`config.mk`:
```
export PLATFORM = sky130hd
export DESIGN_NAME = shb_div
export DESIGN_NICKNAME = d
export VERILOG_FILES = /design/src/rtl/shb_pkg.sv /design/src/rtl/shb_div.sv
export SDC_FILE = /design/constraint.sdc
export NUM_CORES = 2
export LEC_CHECK = 0
export BUFFER_PORTS_ARGS = -buffer_cell sky130_fd_sc_hd__buf_2
export CORE_ASPECT_RATIO = 1.25
export CORE_MARGIN = 2
export CORE_UTILIZATION = 40
export CTS_CLUSTER_DIAMETER = 200
export DETAILED_ROUTE_END_ITERATION = 6
export HOLD_SLACK_MARGIN = 0.03
export PLACE_DENSITY = 0.65
export SYNTH_ARGS = -nofsm -noshare
export SYNTH_HDL_FRONTEND = slang
export SYNTH_SLANG_ARGS = --single-unit
```
`constraint.sdc`:
```
create_clock -name clk -period 8.69 [get_ports clk]
set_input_delay 1.738 -clock clk [delete_from_list [all_inputs] [get_ports clk]]
set_output_delay 1.738 -clock clk [all_outputs]
set_load 0.03 [all_outputs]
```
`src/rtl/shb_pkg.sv`:
```
// Shared constants, types and helper functions of the spherical harmonic basis block.
package shb_pkg;

    localparam int DW        = 16;
    localparam int BC_W      = 3;
    localparam int IDX_W     = 4;
    localparam int NCOEF     = 16;
    localparam int UQ_W      = DW + 1;
    localparam int DIV_STEPS = DW;
    localparam int REM_W     = 2 * DW;
    localparam int POLY_W    = 36;
    localparam int PROD_W    = POLY_W + UQ_W;
    localparam int K_W       = 23;
    localparam int ACC_W     = POLY_W + K_W;
    localparam int OUT_SH    = 51 - DW;

    localparam logic signed [UQ_W-1:0] UNIT_ONE = UQ_W'(1) <<< (DW - 1);
    localparam logic [BC_W-1:0] BANDS_RESET = 3'd4;
    localparam logic [0:0] REG_BAND_COUNT = 1'b0;

    typedef logic signed [POLY_W-1:0] poly_t;

    typedef struct packed {
        logic                   valid;
        logic                   degen;
        logic signed [UQ_W-1:0] u;
        logic signed [UQ_W-1:0] v;
        logic signed [UQ_W-1:0] w;
    } unit_vec_t;

    typedef struct packed {
        logic                    valid;
        logic                    degen;
        poly_t [NCOEF-1:0]       poly;
    } poly_set_t;

    // Normalization constants in Q20, one per coefficient index.
    function automatic logic signed [K_W-1:0] coef_k(input logic [IDX_W-1:0] idx);
        logic signed [K_W-1:0] k;
        begin
            case (idx)
                4'd0:    k = 23'sd295798;
                4'd1:    k = 23'sd512337;
                4'd2:    k = 23'sd512337;
                4'd3:    k = 23'sd512337;
                4'd4:    k = 23'sd1145620;
                4'd5:    k = 23'sd1145620;
                4'd6:    k = 23'sd330712;
                4'd7:    k = 23'sd1145620;
                4'd8:    k = 23'sd572810;
                4'd9:    k = 23'sd618706;
                4'd10:   k = 23'sd3031026;
                4'd11:   k = 23'sd479247;
                4'd12:   k = 23'sd391304;
                4'd13:   k = 23'sd479247;
                4'd14:   k = 23'sd1515513;
                default: k = 23'sd618706;
            endcase
            return k;
        end
    endfunction

    // Index of the final coefficient; band counts outside 2..4 are clamped.
    function automatic logic [IDX_W-1:0] last_index(input logic [BC_W-1:0] bc);
        logic [IDX_W-1:0] li;
        begin
            case (bc)
                3'd0, 3'd1, 3'd2: li = 4'd3;
                3'd3:             li = 4'd8;
                default:          li = 4'd15;
            endcase
            return li;
        end
    endfunction

    // Drop 15 fraction bits, rounding half away from zero.
    function automatic poly_t round15(input logic signed [PROD_W-1:0] x);
        logic [PROD_W-1:0] mag;
        logic [PROD_W-1:0] r;
        logic [PROD_W-1:0] s;
        begin
            mag = x[PROD_W-1] ? (~x + 1'b1) : x;
            r   = (mag + (PROD_W'(1) << 14)) >> 15;
            s   = x[PROD_W-1] ? (~r + 1'b1) : r;
            return poly_t'(s[POLY_W-1:0]);
        end
    endfunction

endpackage

```
`src/rtl/shb_div.sv`:
```
// Pipelined restoring divider forming the clamped Q15 unit direction.
module shb_div
    import shb_pkg::*;
(
    input  logic                 clk,
    input  logic                 rst_n,
    input  logic                 adv,
    input  logic                 in_valid,
    input  logic signed [DW-1:0] dir_x,
    input  logic signed [DW-1:0] dir_y,
    input  logic signed [DW-1:0] dir_z,
    input  logic [DW-1:0]        radius,
    output unit_vec_t            uv_out
);

    logic                   val_reg [0:DIV_STEPS];
    logic                   deg_reg [0:DIV_STEPS];
    logic [DW-1:0]          rad_reg [0:DIV_STEPS];
    logic [2:0][REM_W-1:0]  rem_reg [0:DIV_STEPS];
    logic [2:0][DW-1:0]     quo_reg [0:DIV_STEPS];
    logic [2:0]             neg_reg [0:DIV_STEPS];
    logic [2:0]             ovf_reg [0:DIV_STEPS];

    logic [2:0][REM_W-1:0]  num_next;
    logic [2:0]             neg_next;
    logic [2:0]             ovf_next;
    logic signed [DW-1:0]   comp [0:2];
    logic                   out_valid_reg;
    unit_vec_t              out_reg;
    unit_vec_t              out_next;

    assign comp[0] = dir_x;
    assign comp[1] = dir_y;
    assign comp[2] = dir_z;

    // Entry: magnitude, rounding bias and the early overflow check.
    always_comb
    begin
        logic signed [DW:0] ext;
        logic [DW:0]        mag;
        for (int c = 0; c < 3; c++)
        begin
            ext         = {comp[c][DW-1], comp[c]};
            mag         = ext[DW] ? (DW+1)'(0) - ext : ext;
            num_next[c] = {mag, {(DW-1){1'b0}}} + REM_W'(radius >> 1);
            neg_next[c] = comp[c][DW-1];
            ovf_next[c] = num_next[c] >= {radius, {DW{1'b0}}};
        end
    end

    // Valid bits of every stage.
    always_ff @(posedge clk or negedge rst_n)
    begin
        if (!rst_n)
        begin
            for (int j = 0; j <= DIV_STEPS; j++)
            begin
                val_reg[j] <= 1'b0;
            end
            out_valid_reg <= 1'b0;
        end
        else if (adv)
        begin
            val_reg[0] <= in_valid;
            for (int j = 0; j < DIV_STEPS; j++)
            begin
                val_reg[j+1] <= val_reg[j];
            end
            out_valid_reg <= val_reg[DIV_STEPS];
        end
    end

    // First stage payload.
    always_ff @(posedge clk)
    begin
        if (adv)
        begin
            deg_reg[0] <= (radius == '0);
            rad_reg[0] <= radius;
            rem_reg[0] <= num_next;
            quo_reg[0] <= '0;
            neg_reg[0] <= neg_next;
            ovf_reg[0] <= ovf_next;
        end
    end

    // One quotient bit per stage for each component.
    for (genvar j = 0; j < DIV_STEPS; j++)
    begin : g_step
        localparam int SH = DIV_STEPS - 1 - j;
        logic [REM_W-1:0] trial;
        assign trial = REM_W'(rad_reg[j]) << SH;

        always_ff @(posedge clk)
        begin
            if (adv)
            begin
                deg_reg[j+1] <= deg_reg[j];
                rad_reg[j+1] <= rad_reg[j];
                neg_reg[j+1] <= neg_reg[j];
                ovf_reg[j+1] <= ovf_reg[j];
                for (int c = 0; c < 3; c++)
                begin
                    if (rem_reg[j][c] >= trial)
                    begin
                        rem_reg[j+1][c] <= rem_reg[j][c] - trial;
                        quo_reg[j+1][c] <= {quo_reg[j][c][DW-2:0], 1'b1};
                    end
                    else
                    begin
                        rem_reg[j+1][c] <= rem_reg[j][c];
                        quo_reg[j+1][c] <= {quo_reg[j][c][DW-2:0], 1'b0};
                    end
                end
            end
        end
    end

    // Clamp to one and restore the sign.
    always_comb
    begin
        logic signed [UQ_W-1:0] q [0:2];
        for (int c = 0; c < 3; c++)
        begin
            if (ovf_reg[DIV_STEPS][c] || ({1'b0, quo_reg[DIV_STEPS][c]} > UNIT_ONE))
            begin
                q[c] = UNIT_ONE;
            end
            else
            begin
                q[c] = {1'b0, quo_reg[DIV_STEPS][c]};
            end
            if (neg_reg[DIV_STEPS][c])
            begin
                q[c] = -q[c];
            end
        end
        out_next.valid = val_reg[DIV_STEPS];
        out_next.degen = deg_reg[DIV_STEPS];
        out_next.u     = q[0];
        out_next.v     = q[1];
        out_next.w     = q[2];
    end

    always_ff @(posedge clk)
    begin
        if (adv)
        begin
            out_reg <= out_next;
        end
    end

    // The reset valid bit replaces the payload copy.
    always_comb
    begin
        uv_out       = out_reg;
        uv_out.valid = out_valid_reg;
    end

endmodule

```
After elaboration in Yosys (flattened, before gate mapping). Memories as Yosys holds them, arrays and structs flattened. A register that Yosys moved wholly into a read port is not among the register bits. Cells that the tools add are included.

Bits in registers: 69. Input port bits: 68. Memory bits (writable): 2839. Memories kept: 6.

Memory list: rem_reg (words 17, bits a word 96, read ports 16, clocked after memory_dff 0, wr ports 17, line shb_div.sv:19) `logic [2:0][REM_W-1:0] rem_reg [0:DIV_STEPS];`; quo_reg (words 17, bits a word 48, read ports 17, clocked after memory_dff 0, wr ports 17, line shb_div.sv:20) `logic [2:0][DW-1:0] quo_reg [0:DIV_STEPS];`; rad_reg (words 17, bits a word 16, read ports 16, clocked after memory_dff 0, wr ports 17, line shb_div.sv:18) `logic [DW-1:0] rad_reg [0:DIV_STEPS];`; neg_reg (words 17, bits a word 3, read ports 17, clocked after memory_dff 0, wr ports 17, line shb_div.sv:21) `logic [2:0] neg_reg [0:DIV_STEPS];`; ovf_reg (words 17, bits a word 3, read ports 17, clocked after memory_dff 0, wr ports 17, line shb_div.sv:22) `logic [2:0] ovf_reg [0:DIV_STEPS];`; deg_reg (words 17, bits a word 1, read ports 17, clocked after memory_dff 1, wr ports 17, line shb_div.sv:17) `logic deg_reg [0:DIV_STEPS];`.

Bitwise logic cells: 96. Mux-type cells: 395. Order comparisons: 54. Reduce and logical (&&, ||, !) cells: 4. $add $sub $neg: 57.

Operators by type and width (count): 32-bit 2-to-1 mux (48); 16-bit 2-to-1 mux (51); 1-bit 2-to-1 mux (290); 17-bit 2-to-1 mux (6); 32-bit by 15-bit adder with 32-bit output (3); 32-bit by 16-bit >= comparator with 1-bit output (3); 32-bit by 17-bit >= comparator with 1-bit output (3); 32-bit by 18-bit >= comparator with 1-bit output (3); 32-bit by 19-bit >= comparator with 1-bit output (3); 32-bit by 20-bit >= comparator with 1-bit output (3); 32-bit by 21-bit >= comparator with 1-bit output (3); 32-bit by 22-bit >= comparator with 1-bit output (3); 32-bit by 23-bit >= comparator with 1-bit output (3); 32-bit by 24-bit >= comparator with 1-bit output (3); 32-bit by 25-bit >= comparator with 1-bit output (3); 32-bit by 26-bit >= comparator with 1-bit output (3); 32-bit by 27-bit >= comparator with 1-bit output (3); 32-bit by 28-bit >= comparator with 1-bit output (3); 32-bit by 29-bit >= comparator with 1-bit output (3); 32-bit by 30-bit >= comparator with 1-bit output (3); 32-bit by 31-bit >= comparator with 1-bit output (3); 32-bit >= comparator (3); 1-bit bitwise OR (96); 32-bit by 16-bit subtractor with 32-bit output (3); other kinds (20) (58).

Logic depth before layout (Yosys ltp). An unclocked memory read counts as a cell.

Depth after elaboration: 6. Depth in mapped cells: 14.

Worst setup path before layout. OpenSTA, ideal clock, no wires.

Path kind: input to register. Start point: input port adv. End point: memory quo_reg[15][0] (netlist bit) (enable). Buffers on the path: 4. Path slack: 4.380 ns. Cell stages on the path: 4. Library setup time: 0.421 ns. Data arrival time: 3.889 ns. Cell sequence: clkbuf_1 > clkbuf_1 > clkbuf_1 > clkbuf_1.

RTL lines: start: declaration (line shb_div.sv:7) `input logic adv,`; end: declaration (line shb_div.sv:20).

==> summary.txt <==
Post-CTS Resized: 0
gr usage total: 0.2141
Syn Inst Count: 10690
yosys warns: 0
Core Footprint: 313400 um^2
Worst Setup End Kind: register
total power draw: 0.04292 W
CP required: 9.23 ns
full die area: 318700 um^2
Final Max Tran Viols: 0
TritonRoute pass-1 iters: 7
clk sinks: 2344
CP Launch Type: input pin
setup TNS: 0 ns
Syn-to-layout area delta: 11.12%
number of global-route vias before repair: 84010
number of flops mapped to enable cells by yosys: 2325
Yosys reg bits: 2344
Leakage: 51.60 nW
final cycle utilization of the critical path: 0.5403
Final Setup Violations: 0
CP Max Fanout: 188
Post CTS Setup Buffer Count: 0
sequential cell area: 70290 um^2
num rows: 230
Clock Skew: 0.04147 ns
routed wire length: 348600 um
Worst-path clk slew: 0.06 ns
Synth async-reset ratio: 0.007679
commonest cells after routing, fill and taps aside: edfxtp_1, nand2_1, ha_1
largest net degree at the start of global routing: 189
DR DRC count: 2
Post-Place Cells: 14820
CP arrival: 5.24 ns
Clk Latency, worst-skew pair: 0.91 ns
# fillers: 28300
max_slew headroom: 0.1684
Max rail drop VDD: 0.1751 mV
commonest non-fill, non-tap cell in the layout: edfxtp_1
post-synthesis area per instance: 11.76 um^2
CTS Buf Count: 245
failing checks: design-rule violations
multi-input logic area: 52480 um^2
total gr overflow: 0
via count: 82060
die height: 630.7 um
register area share after synthesis: 0.5593
via/cell ratio: 5.372
DR WL/cell: 22.82 um
Post-Synthesis Cell Area: 125700 um^2
Final Critical Period: 4.695 ns
Max clock buf depth: 4
Final Hold Fails: 0
initial antenna violation count: 10
CTS tree: done
IO Pins: 121
initial core utilization: 0.4010
Main synth FF type: edfxtp_1
PwrDens: 307.4 nW/um^2
max reg flops: 1506
initial drt markers: 5194
GP Congestion: 1.027
DIE WIDTH: 505.3 um
Final Non-Filler Cells: 15270
CTS root buffer: clkbuf_16
Max Fclk: 213.0 MHz
Max-Cap Viols: 0
first-pass GRT wire length: 514400 um
synth unique cells: 87
Post-DP HPWL: 277500 um
RSZ-0062 raised after global routing: no
Final Net Count: 11830
WS Path Type: in2reg
DRT antenna net count: 0
Tightest Hold Check Type: reg2reg
number of H-tree levels: 4
worst-margin pin slew: 1.216 ns
Port Buf Inserts: 120
# hold bufs at CTS: 0
status: finished, violations left
layout cells sized above 1: 0.07735
-- cell type report --
cell class / count / share of cell area
antenna: 6 / 0.0001075
clock buffer: 274 / 0.04506
clock inverter: 173 / 0.01353
inverter: 565 / 0.01520
multi-input combinational: 7532 / 0.3758
sequential: 2344 / 0.5033
tap: 4176 / 0.03742
timing repair buffer: 204 / 0.009551
-- logic make-up (layout without fill, tap and decap cells) --
logic type	after synthesis	in the layout	synth area share
and+or+nand+nor	3063	3063	0.1212
other	1	12	0.00002984
AOI/OAI and AO/OA	2441	2441	0.1220
adders and majority gates	867	867	0.08901
muxes	193	193	0.01703
xor gates and xnor gates	962	962	0.06704
DFF	2344	2344	0.5593
buffers and inverters	815	1216	0.02443
-- per-stage QoR --
| stage | utilization | instance area (um^2) | setup slack (ns) | hold WS [ns] |
|---|---|---|---|---|
| 6_report | 0.4456 | 139600 | 3.995 | 0.3794 |
| 5_1_grt | 0.4456 | 139600 | 3.615 | 0.3858 |
| 4_1_cts | 0.4456 | 139600 | 4.013 | 0.3709 |
| 3_5_place_dp | 0.4195 | 131500 | 3.035 | 0.4045 |
| 3_3_place_gp | 0.4195 | 131500 | 3.063 | 0.4008 |
| 2_1_floorplan | - | 125700 | 4.380 | 0.4003 |
-- critical path, cell delays in order --
cell    delay [ns]
buf_12        0.40
buf_4         0.50
buf_4         0.77
buf_12        0.72
buf_4         0.81
-- cells in the mapped netlist, drive strengths merged, types with 155 or more instances --
master	count	area, um^2
a21o	275	2064
a21oi	597	2988
clkbuf	228	855.8
edfxtp	2325	69820
ha	822	10280
inv	564	2117
mux2	167	1881
nand2	854	3206
nand2b	162	1013
nand3	157	785.8
nor2	681	2556
nor3	288	1441
nor4	155	969.7
o21ai	765	3832
xnor2	499	4370
xor2	463	4055
-- where the power goes --
| part | switching [W] | total (W) | leakage [nW] | internal (W) |
|---|---|---|---|---|
| Clock | 0.00444 | 0.0107 | 3.96 | 0.00627 |
| Combinational | 0.00842 | 0.0146 | 25.1 | 0.00620 |
| Sequential | 0.00170 | 0.0176 | 22.6 | 0.0159 |
| Total | 0.0146 | 0.0429 | 51.6 | 0.0284 |
-- path summary, 6_finish.rpt --
path	from	endpoint	slack (ns)	cells after the start
min in group asynchronous	rst_n	out_valid_reg	0.74	1
worst max register to register	rem_reg[13][2]	rem_reg[14][23]	4.10	14
worst min-delay path	quo_reg[10][7]	quo_reg[11][8]	0.38	0
worst max-delay path	adv	neg_reg[2][9]	4.00	5
max in group asynchronous	rst_n	val_reg[9]	7.66	1
worst min register to register	quo_reg[10][7]	quo_reg[11][8]	0.38	0
-- metal layers --
layer  part of all wire  vias up  GRT usage
met2               0.54     1917     0.4168
met5                  0        -          0
met1               0.32    38790     0.1901
met4               0.11        0     0.1989
met3              0.028      907    0.02129
li1                   -    40440          -
Note: power is estimated with default switching activity, not from simulation.
