File: config.mk
export PLATFORM = sky130hd
export DESIGN_NAME = shb_emit
export DESIGN_NICKNAME = d
export VERILOG_FILES = /design/src/rtl/shb_pkg.sv /design/src/rtl/shb_emit.sv
export SDC_FILE = /design/constraint.sdc
export NUM_CORES = 2
export LEC_CHECK = 0
export ABC_CLOCK_PERIOD_IN_PS = 27800
export BUFFER_PORTS_ARGS = -buffer_cell sky130_fd_sc_hd__buf_4
export CAP_MARGIN = 25
export CORE_MARGIN = 3
export CORE_UTILIZATION = 30
export DETAILED_ROUTE_END_ITERATION = 12
export GPL_TIMING_DRIVEN = 1
export SLEW_MARGIN = 20
export SYNTH_ARGS = -nofsm -noshare
export SYNTH_HDL_FRONTEND = slang
export SYNTH_SLANG_ARGS = --single-unit
File: constraint.sdc
create_clock -name clk -period 27.8 [get_ports clk]
set_input_delay 4.17 -clock clk [delete_from_list [all_inputs] [get_ports clk]]
set_output_delay 4.17 -clock clk [all_outputs]
set_load 0.03 [all_outputs]
File: src/rtl/shb_pkg.sv
// Shared constants, types and helper functions of the spherical harmonic basis block.
package shb_pkg;

    localparam int DW        = 16;
    localparam int BC_W      = 3;
    localparam int IDX_W     = 4;
    localparam int NCOEF     = 16;
    localparam int UQ_W      = DW + 1;
    localparam int DIV_STEPS = DW;
    localparam int REM_W     = 2 * DW;
    localparam int POLY_W    = 36;
    localparam int PROD_W    = POLY_W + UQ_W;
    localparam int K_W       = 23;
    localparam int ACC_W     = POLY_W + K_W;
    localparam int OUT_SH    = 51 - DW;

    localparam logic signed [UQ_W-1:0] UNIT_ONE = UQ_W'(1) <<< (DW - 1);
    localparam logic [BC_W-1:0] BANDS_RESET = 3'd4;
    localparam logic [0:0] REG_BAND_COUNT = 1'b0;

    typedef logic signed [POLY_W-1:0] poly_t;

    typedef struct packed {
        logic                   valid;
        logic                   degen;
        logic signed [UQ_W-1:0] u;
        logic signed [UQ_W-1:0] v;
        logic signed [UQ_W-1:0] w;
    } unit_vec_t;

    typedef struct packed {
        logic                    valid;
        logic                    degen;
        poly_t [NCOEF-1:0]       poly;
    } poly_set_t;

    // Normalization constants in Q20, one per coefficient index.
    function automatic logic signed [K_W-1:0] coef_k(input logic [IDX_W-1:0] idx);
        logic signed [K_W-1:0] k;
        begin
            case (idx)
                4'd0:    k = 23'sd295798;
                4'd1:    k = 23'sd512337;
                4'd2:    k = 23'sd512337;
                4'd3:    k = 23'sd512337;
                4'd4:    k = 23'sd1145620;
                4'd5:    k = 23'sd1145620;
                4'd6:    k = 23'sd330712;
                4'd7:    k = 23'sd1145620;
                4'd8:    k = 23'sd572810;
                4'd9:    k = 23'sd618706;
                4'd10:   k = 23'sd3031026;
                4'd11:   k = 23'sd479247;
                4'd12:   k = 23'sd391304;
                4'd13:   k = 23'sd479247;
                4'd14:   k = 23'sd1515513;
                default: k = 23'sd618706;
            endcase
            return k;
        end
    endfunction

    // Index of the final coefficient; band counts outside 2..4 are clamped.
    function automatic logic [IDX_W-1:0] last_index(input logic [BC_W-1:0] bc);
        logic [IDX_W-1:0] li;
        begin
            case (bc)
                3'd0, 3'd1, 3'd2: li = 4'd3;
                3'd3:             li = 4'd8;
                default:          li = 4'd15;
            endcase
            return li;
        end
    endfunction

    // Drop 15 fraction bits, rounding half away from zero.
    function automatic poly_t round15(input logic signed [PROD_W-1:0] x);
        logic [PROD_W-1:0] mag;
        logic [PROD_W-1:0] r;
        logic [PROD_W-1:0] s;
        begin
            mag = x[PROD_W-1] ? (~x + 1'b1) : x;
            r   = (mag + (PROD_W'(1) << 14)) >> 15;
            s   = x[PROD_W-1] ? (~r + 1'b1) : r;
            return poly_t'(s[POLY_W-1:0]);
        end
    endfunction

endpackage

File: src/rtl/shb_emit.sv
// Coefficient sequencer: scales one polynomial per cycle and drives the result ports.
module shb_emit
    import shb_pkg::*;
(
    input  logic                 clk,
    input  logic                 rst_n,
    input  poly_set_t            ps_in,
    input  logic [BC_W-1:0]      band_count,
    output logic                 ready,
    output logic                 coef_valid,
    output logic [IDX_W-1:0]     coef_index,
    output logic signed [DW-1:0] coef_value,
    output logic                 degenerate,
    output logic                 last
);

    localparam logic signed [ACC_W-1:0] SAT_HI = ACC_W'((1 << (DW - 1)) - 1);
    localparam logic signed [ACC_W-1:0] SAT_LO = -SAT_HI - ACC_W'(1);

    logic [IDX_W-1:0]        last_k;
    logic                    load;
    logic                    active_reg;
    logic [IDX_W-1:0]        k_reg;
    poly_t [NCOEF-1:0]       cur_poly_reg;
    logic                    cur_deg_reg;

    logic                    a_valid_reg;
    logic signed [ACC_W-1:0] a_prod_reg;
    logic [IDX_W-1:0]        a_idx_reg;
    logic                    a_last_reg;
    logic                    a_deg_reg;

    logic signed [ACC_W-1:0] rnd_val;

    logic                    coef_valid_reg;
    logic [IDX_W-1:0]        coef_index_reg;
    logic signed [DW-1:0]    coef_value_reg;
    logic                    degenerate_reg;
    logic                    last_reg;

    assign last_k = last_index(band_count);
    assign ready  = !active_reg || (k_reg == last_k);
    assign load   = ps_in.valid && ready;

    // Sequencer control.
    always_ff @(posedge clk or negedge rst_n)
    begin
        if (!rst_n)
        begin
            active_reg  <= 1'b0;
            k_reg       <= '0;
            a_valid_reg <= 1'b0;
        end
        else
        begin
            a_valid_reg <= active_reg;
            if (load)
            begin
                active_reg <= 1'b1;
                k_reg      <= '0;
            end
            else if (active_reg)
            begin
                if (k_reg == last_k)
                begin
                    active_reg <= 1'b0;
                end
                k_reg <= k_reg + 1'b1;
            end
        end
    end

    // Hold the current item and scale the selected polynomial.
    always_ff @(posedge clk)
    begin
        if (load)
        begin
            cur_poly_reg <= ps_in.poly;
            cur_deg_reg  <= ps_in.degen;
        end
        a_prod_reg <= coef_k(k_reg) * cur_poly_reg[k_reg];
        a_idx_reg  <= k_reg;
        a_last_reg <= (k_reg == last_k);
        a_deg_reg  <= cur_deg_reg;
    end

    // Round half away from zero to the output format.
    always_comb
    begin
        logic [ACC_W-1:0] mag;
        logic [ACC_W-1:0] r;
        mag = a_prod_reg[ACC_W-1] ? (~a_prod_reg + 1'b1) : a_prod_reg;
        r   = (mag + (ACC_W'(1) << (OUT_SH - 1))) >> OUT_SH;
        rnd_val = a_prod_reg[ACC_W-1] ? -$signed(r) : $signed(r);
    end

    // Result register with saturation.
    always_ff @(posedge clk or negedge rst_n)
    begin
        if (!rst_n)
        begin
            coef_valid_reg <= 1'b0;
        end
        else
        begin
            coef_valid_reg <= a_valid_reg;
        end
    end

    always_ff @(posedge clk)
    begin
        coef_index_reg <= a_idx_reg;
        last_reg       <= a_last_reg;
        degenerate_reg <= a_deg_reg;
        if (a_deg_reg)
        begin
            coef_value_reg <= '0;
        end
        else if (rnd_val > SAT_HI)
        begin
            coef_value_reg <= SAT_HI[DW-1:0];
        end
        else if (rnd_val < SAT_LO)
        begin
            coef_value_reg <= SAT_LO[DW-1:0];
        end
        else
        begin
            coef_value_reg <= rnd_val[DW-1:0];
        end
    end

    assign coef_valid = coef_valid_reg;
    assign coef_index = coef_index_reg;
    assign coef_value = coef_value_reg;
    assign degenerate = degenerate_reg;
    assign last       = last_reg;

`ifndef SYNTHESIS
    a_index_step: assert property (@(posedge clk) disable iff (!rst_n)
        coef_valid_reg && !last_reg |=> coef_valid_reg
            && coef_index_reg == IDX_W'($past(coef_index_reg) + 1'b1))
        else $error("coefficient index did not advance by one");

    a_index_start: assert property (@(posedge clk) disable iff (!rst_n)
        !coef_valid_reg || last_reg |=> !coef_valid_reg || coef_index_reg == '0)
        else $error("new direction did not start at index zero");

    a_last_index: assert property (@(posedge clk) disable iff (!rst_n)
        coef_valid_reg && last_reg |-> coef_index_reg == last_k)
        else $error("final coefficient does not match band count");

    a_degen_zero: assert property (@(posedge clk) disable iff (!rst_n)
        coef_valid_reg && degenerate_reg |-> coef_value_reg == '0)
        else $error("degenerate result carries a nonzero value");
`endif

endmodule

== Yosys cells after proc, flatten, opt, wreduce, memory -nomap -nowiden ==
Memory sizes are Yosys's and may differ from the RTL's.
Index checks and enable logic that the tools add are counted.

* Add/sub/neg operators: 4
* Multipliers: 1
* Divide/modulo/power cells: 0
* Order comparisons: 3
* Equal/unequal tests: 4
* Shifts and indexed selects: 0
* Muxes and demuxes: 12
* Bitwise gates (word level): 1
* Reductions and logical operators: 7

{| class="wikitable"
|+ Operator list
! cell !! count
|-
| 36-bit binary-select mux with 4-bit select || 1
|-
| 59-bit 2-to-1 mux || 2
|-
| 59-bit by 1-bit adder with 59-bit output (second input constant) || 1
|-
| 59-bit by 35-bit adder with 59-bit output (second input constant) || 1
|-
| 59-bit by 16-bit > comparator with 1-bit output (second input constant) || 1
|-
| 59-bit by 16-bit < comparator with 1-bit output (second input constant) || 1
|-
| 23-bit by 36-bit multiplier with 59-bit output || 1
|-
| 24-bit negation with 59-bit output || 1
|-
| 59-bit inverter || 1
|-
| 36-bit 2-to-1 mux || 1
|-
| 16-bit 2-to-1 mux || 1
|-
| 15-bit 2-to-1 mux || 1
|-
| 4-bit 2-to-1 mux || 2
|-
| 4-bit one-hot mux with 2 select lines || 1
|-
| 3-bit by 2-bit equality test with 1-bit output (second input constant) || 2
|-
| 4-bit by 5-bit < comparator with 1-bit output (second input constant) || 1
|-
| 4-bit by 1-bit adder with 4-bit output (second input constant) || 1
|-
| 4-bit equality test || 1
|-
| 3-bit by 1-bit equality test with 1-bit output (second input constant) || 1
|-
| 3-bit zero test || 1
|-
| 1-bit 2-to-1 mux || 3
|-
| 3-bit OR reduction || 1
|-
| 2-bit nonzero test || 1
|-
| 2-bit OR reduction || 1
|-
| 3 further kinds || 3
|}

* Register bits after elaboration: 671
* Latch bits: 0
* RAM bits: 0
* Bits in read-only memories: 352
* Output and inout port bits: 24
* Word-level logic and storage cells: 63
* Memories: 1

{| class="wikitable"
|+ Memory list
! memory !! words !! width !! rd ports !! clocked after memory_dff !! write ports !! RTL line !! source
|-
| (name not given) || 16 || 22 || 1 || 0 || 0 || shb_pkg.sv:41 || <nowiki>case (idx)</nowiki>
|}

== Logic depth before layout (Yosys ltp) ==
* Depth in word-level cells: 9
* Depth in mapped cells: 40
* Mapped depth without buffers: 35

== Worst setup path before layout ==
OpenSTA, ideal clock, no wires.

* Kind: input to register
* From: in band_count[0]
* To: reg k_reg[1]
* Library setup time: 828 ps
* Arrival: 21988 ps
* Required time: 26972 ps
* Setup slack: 4983 ps
* Stages on the path: 8
* Cell sequence: nand2_1 nor3_1 a31oi_1 o32ai_1 or2_2 and2_1 clkbuf_1 o21ai_0

* Word-level cells in the longest chain between the ends: 7

{| class="wikitable"
|+ RTL lines
! item !! RTL line !! source
|-
| from (decl) || shb_emit.sv:8 || <nowiki>input logic [BC_W-1:0] band_count,</nowiki>
|-
| 3-bit by 1-bit equality test with 1-bit output, or another cell as far along || shb_pkg.sv:67 || <nowiki>case (bc)</nowiki>
|-
| 3-bit OR reduction || shb_pkg.sv:67 ||
|-
| 4-bit one-hot mux with 2 select lines * || shb_pkg.sv:67 ||
|-
| 4-bit equality test * || shb_emit.sv:42 || <nowiki>assign ready = !active_reg || (k_reg == last_k);</nowiki>
|-
| 1-bit logical OR * || shb_emit.sv:42 ||
|-
| via ready || shb_emit.sv:9 || <nowiki>output logic ready,</nowiki>
|-
| 1-bit logical AND * || shb_emit.sv:43 || <nowiki>assign load = ps_in.valid && ready;</nowiki>
|-
| via load || shb_emit.sv:21 || <nowiki>logic load;</nowiki>
|-
| 4-bit 2-to-1 mux or 2-bit nonzero test (tied branches) || -- ||
|-
| to (signal assigned) || shb_emit.sv:68 || <nowiki>k_reg <= k_reg + 1'b1;</nowiki>
|-
| to (decl) || shb_emit.sv:23 || <nowiki>logic [IDX_W-1:0] k_reg;</nowiki>
|}

The timed path passes the listed nets; every way through them passes the cells marked *.
A chain may end at the register's enable or synchronous reset.

== Final worst setup path ==
* From: reg k_reg[0]
* To: reg a_prod_reg[58]

* Word-level cells in the longest chain between the ends: 3

{| class="wikitable"
|+ RTL lines
! item !! RTL line !! source
|-
| 36-bit binary-select mux with 4-bit select || shb_emit.sv:81 || <nowiki>a_prod_reg <= coef_k(k_reg) * cur_poly_reg[k_reg];</nowiki>
|-
| 36-bit 2-to-1 mux (implied by the code) || shb_emit.sv:81 ||
|-
| 23-bit by 36-bit multiplier with 59-bit output * || shb_emit.sv:81 ||
|-
| to (signal assigned) || shb_emit.sv:81 ||
|-
| to (decl) || shb_emit.sv:28 || <nowiki>logic signed [ACC_W-1:0] a_prod_reg;</nowiki>
|}

Every way passes the cells marked *; elsewhere a longest branch is shown, timed or not. The select of a mux whose other input is x is not followed.

==> results.json <==
{
  "cts_tree": "built",
  "grt_max_degree": 86,
  "crit_arrival_ns": 12.77,
  "grt_pass1_wl_um": 260000,
  "start_util_pct": 30.4,
  "clkSinkCount": 671,
  "startpoint_type": "register",
  "antenna_found_initial": 24,
  "r2r_setup_slack_ns": 15.63,
  "largest_register_ffs": 576,
  "synth_ff_type": "edfxtp_1",
  "insertion_delay_ns": 0.69,
  "slew_headroom_pct": 23.4,
  "routedWlPerCell_um": 23.0,
  "ant_nets": 0,
  "nets": 6740,
  "synth_edf_count": 577,
  "synth-seq-cells": 671,
  "drt_wl_total_um": 175000,
  "critPathSlowestCell": "dfrtp_4",
  "num_io_pins": 607,
  "period_share_pct": 43.8,
  "route.met2.wl_um": 86200,
  "grt_use_total_pct": 18.8,
  "chipWidth_um": 432,
  "die_area_um2": 187000,
  "critPathMostFrequentCell": "fa_1",
  "place.gp.congestion": 0.917,
  "syn_to_final_growth_pct": 18.1,
  "max-cap-violations": 0,
  "ctsRootBufferMaster": "clkbuf_16",
  "htreeDepth": 3,
  "finClkSkew_ns": 0.0401,
  "cp.required_ns": 28.40,
  "io_buffer_count": 606,
  "rows": 155,
  "grt_pass1_vias": 40100,
  "pre_cts_slack_ns": 15.59,
  "vias": 37100,
  "fp.dieH_um": 432,
  "slowest_delay_ns": 0.90,
  "crit_type": "register to register",
  "layout_common_cells": "inv_1, fa_1, buf_4",
  "synth.distinct_cells": 89,
  "clock_path_buffers": 3,
  "rsz0062_at_grt": "false",
  "crit_fanout": 41,
  "syn_area_per_cell_um2": 11.7,
  "fin_crit_ns": 12.17,
  "post_cts_resized": 0,
  "cts_hold_buf": 0,
  "syn_area_um2": 54500,
  "ys_warn_count": 0,
  "coreArea_um2": 180000,
  "postCtsSetupBuffers": 0,
  "setup_violations": 0,
  "outcome": "complete, no violations",
  "fin_setup_tns_ns": 0,
  "slew_viol_final": 0,
  "place_hpwl_um": 141000,
  "final_hold_viol_count": 0,
  "drtIter0Drc": 2993,
  "setup_ws_ns": 15.63,
  "hold_class": "register to register",
  "drive_above_1_share_pct": 20.3,
  "syn_inst": 4648,
  "async_reset_ff_share_pct": 1.04,
  "wl_met1_um": 66900,
  "avgViaCountPerCell": 4.87,
  "grt_overflow": 0,
  "syn_nets": 6195,
  "final_common_cell": "inv_1",
  "wl_met3_um": 14200,
  "path_clk_slew_ns": 0.06,
  "worst_pin_slew_ns": 1.15,
  "max_freq_ghz": 0.0822,
  "dr.max_layer_used": "met5",
  "numCtsBuffers": 72,
  "endpoint_kind": "register",
  "drc_errors": 0,
  "dr.pass1.iters": 5,
  "yosysSeqAreaShare_pct": 35.3
}
## worst max-delay path, delay by kind of cell (launching register included)
kind                       cells  cell delay (ns)
buffers and inverters         10             2.57
AOI/OAI and AO/OA             10             2.80
muxes                          2             0.94
xor gates and xnor gates       1             0.13
DFF                            1             0.90
adders and majority gates      8             3.87
and+or+nand+nor                4             0.71
## metrics by stage
step / cell area [µm²] / hold slack (ns) / std cells / util, %
detailed placement: 61900 / 0.313 / 7471 / 34.5
floorplan: 54500 / 0.310 / 4648 / -
finish: 64400 / 0.326 / 7624 / 35.9
global placement: 61900 / 0.313 / 7470 / 34.5
global route: 64400 / 0.334 / 7618 / 35.9
CTS: 64300 / 0.322 / 7601 / 35.8
## cell usage after synthesis, types with 6 or more instances
cell type | instances | area, µm²
a211oi_1 | 19 | 143
or3_1 | 14 | 87.6
nand2b_1 | 142 | 888
ha_1 | 165 | 2060
o21bai_1 | 12 | 90.1
mux4_2 | 122 | 2750
nand3_1 | 32 | 160
buf_1 | 32 | 120
nor4_4 | 6 | 128
and3_1 | 15 | 93.8
clkbuf_1 | 184 | 691
nand2_1 | 355 | 1330
a21o_1 | 39 | 293
nand4_1 | 15 | 93.8
fa_1 | 799 | 16000
o21ai_2 | 10 | 87.6
o221ai_1 | 9 | 78.8
xnor2_1 | 83 | 727
edfxtp_1 | 577 | 17300
mux2_2 | 23 | 259
nor3_1 | 27 | 135
o21ai_1 | 13 | 65.1
o21a_1 | 16 | 120
nor2_1 | 440 | 1650
xor2_1 | 33 | 289
o21ai_0 | 67 | 335
or2_2 | 54 | 338
o31ai_1 | 16 | 120
inv_1 | 856 | 3210
a211o_1 | 8 | 70.1
o41ai_1 | 8 | 70.1
dfxtp_1 | 87 | 1740
a21oi_1 | 108 | 541
o22ai_1 | 22 | 138
o211ai_1 | 8 | 60.1
dfrtp_1 | 7 | 175
nor4_1 | 10 | 62.6
and2_1 | 21 | 131
mux2i_1 | 79 | 791
nor2b_1 | 12 | 75.1
## logic make-up (layout without fill, tap and decap cells)
kind of cell	Yosys count	in the layout	synth area share [%]
XOR/XNOR	116	116	1.86
AND/OR/NAND/NOR	1172	1172	10.1
multiplexers	224	224	6.96
AO/OA/AOI/OAI	423	423	5.26
other	0	20	0
adder cells (fa/ha/maj)	964	964	33.1
buffers and inverters	1078	1679	7.47
flip-flops	671	671	35.3
## final timing paths
path	from	cells past startpoint	to
setup / recovery	k_reg[0]	35	a_prod_reg[58]
hold / removal	a_idx_reg[3]	0	coef_index[3]
setup reg to reg	k_reg[0]	35	a_prod_reg[58]
hold reg to reg	a_idx_reg[3]	0	coef_index[3]
max in group asynchronous	rst_n	1	k_reg[1]
min in group asynchronous	rst_n	1	k_reg[2]
## layout make-up
class | count | area [µm²]
Fill cell | 17700 | 115000
Multi-Input combinational cell | 2899 | 31300
Sequential cell | 671 | 19300
Timing Repair Buffer | 691 | 5240
Inverter | 858 | 3220
Tap cell | 2355 | 2950
Clock buffer | 87 | 1860
Clock inverter | 43 | 492
Antenna cell | 20 | 50.0
## routing by layer
metal / GRT usage (%) / vias up
li1: - / 16100
met1: 22.6 / 19000
met2: 32.0 / 1662
met3: 4.55 / 342
met4: 8.30 / 6
met5: 0 / -
Power is left out: the tool's default activity adds up to more than one toggle a clock period on the data nets, which glitch-free logic cannot reach.
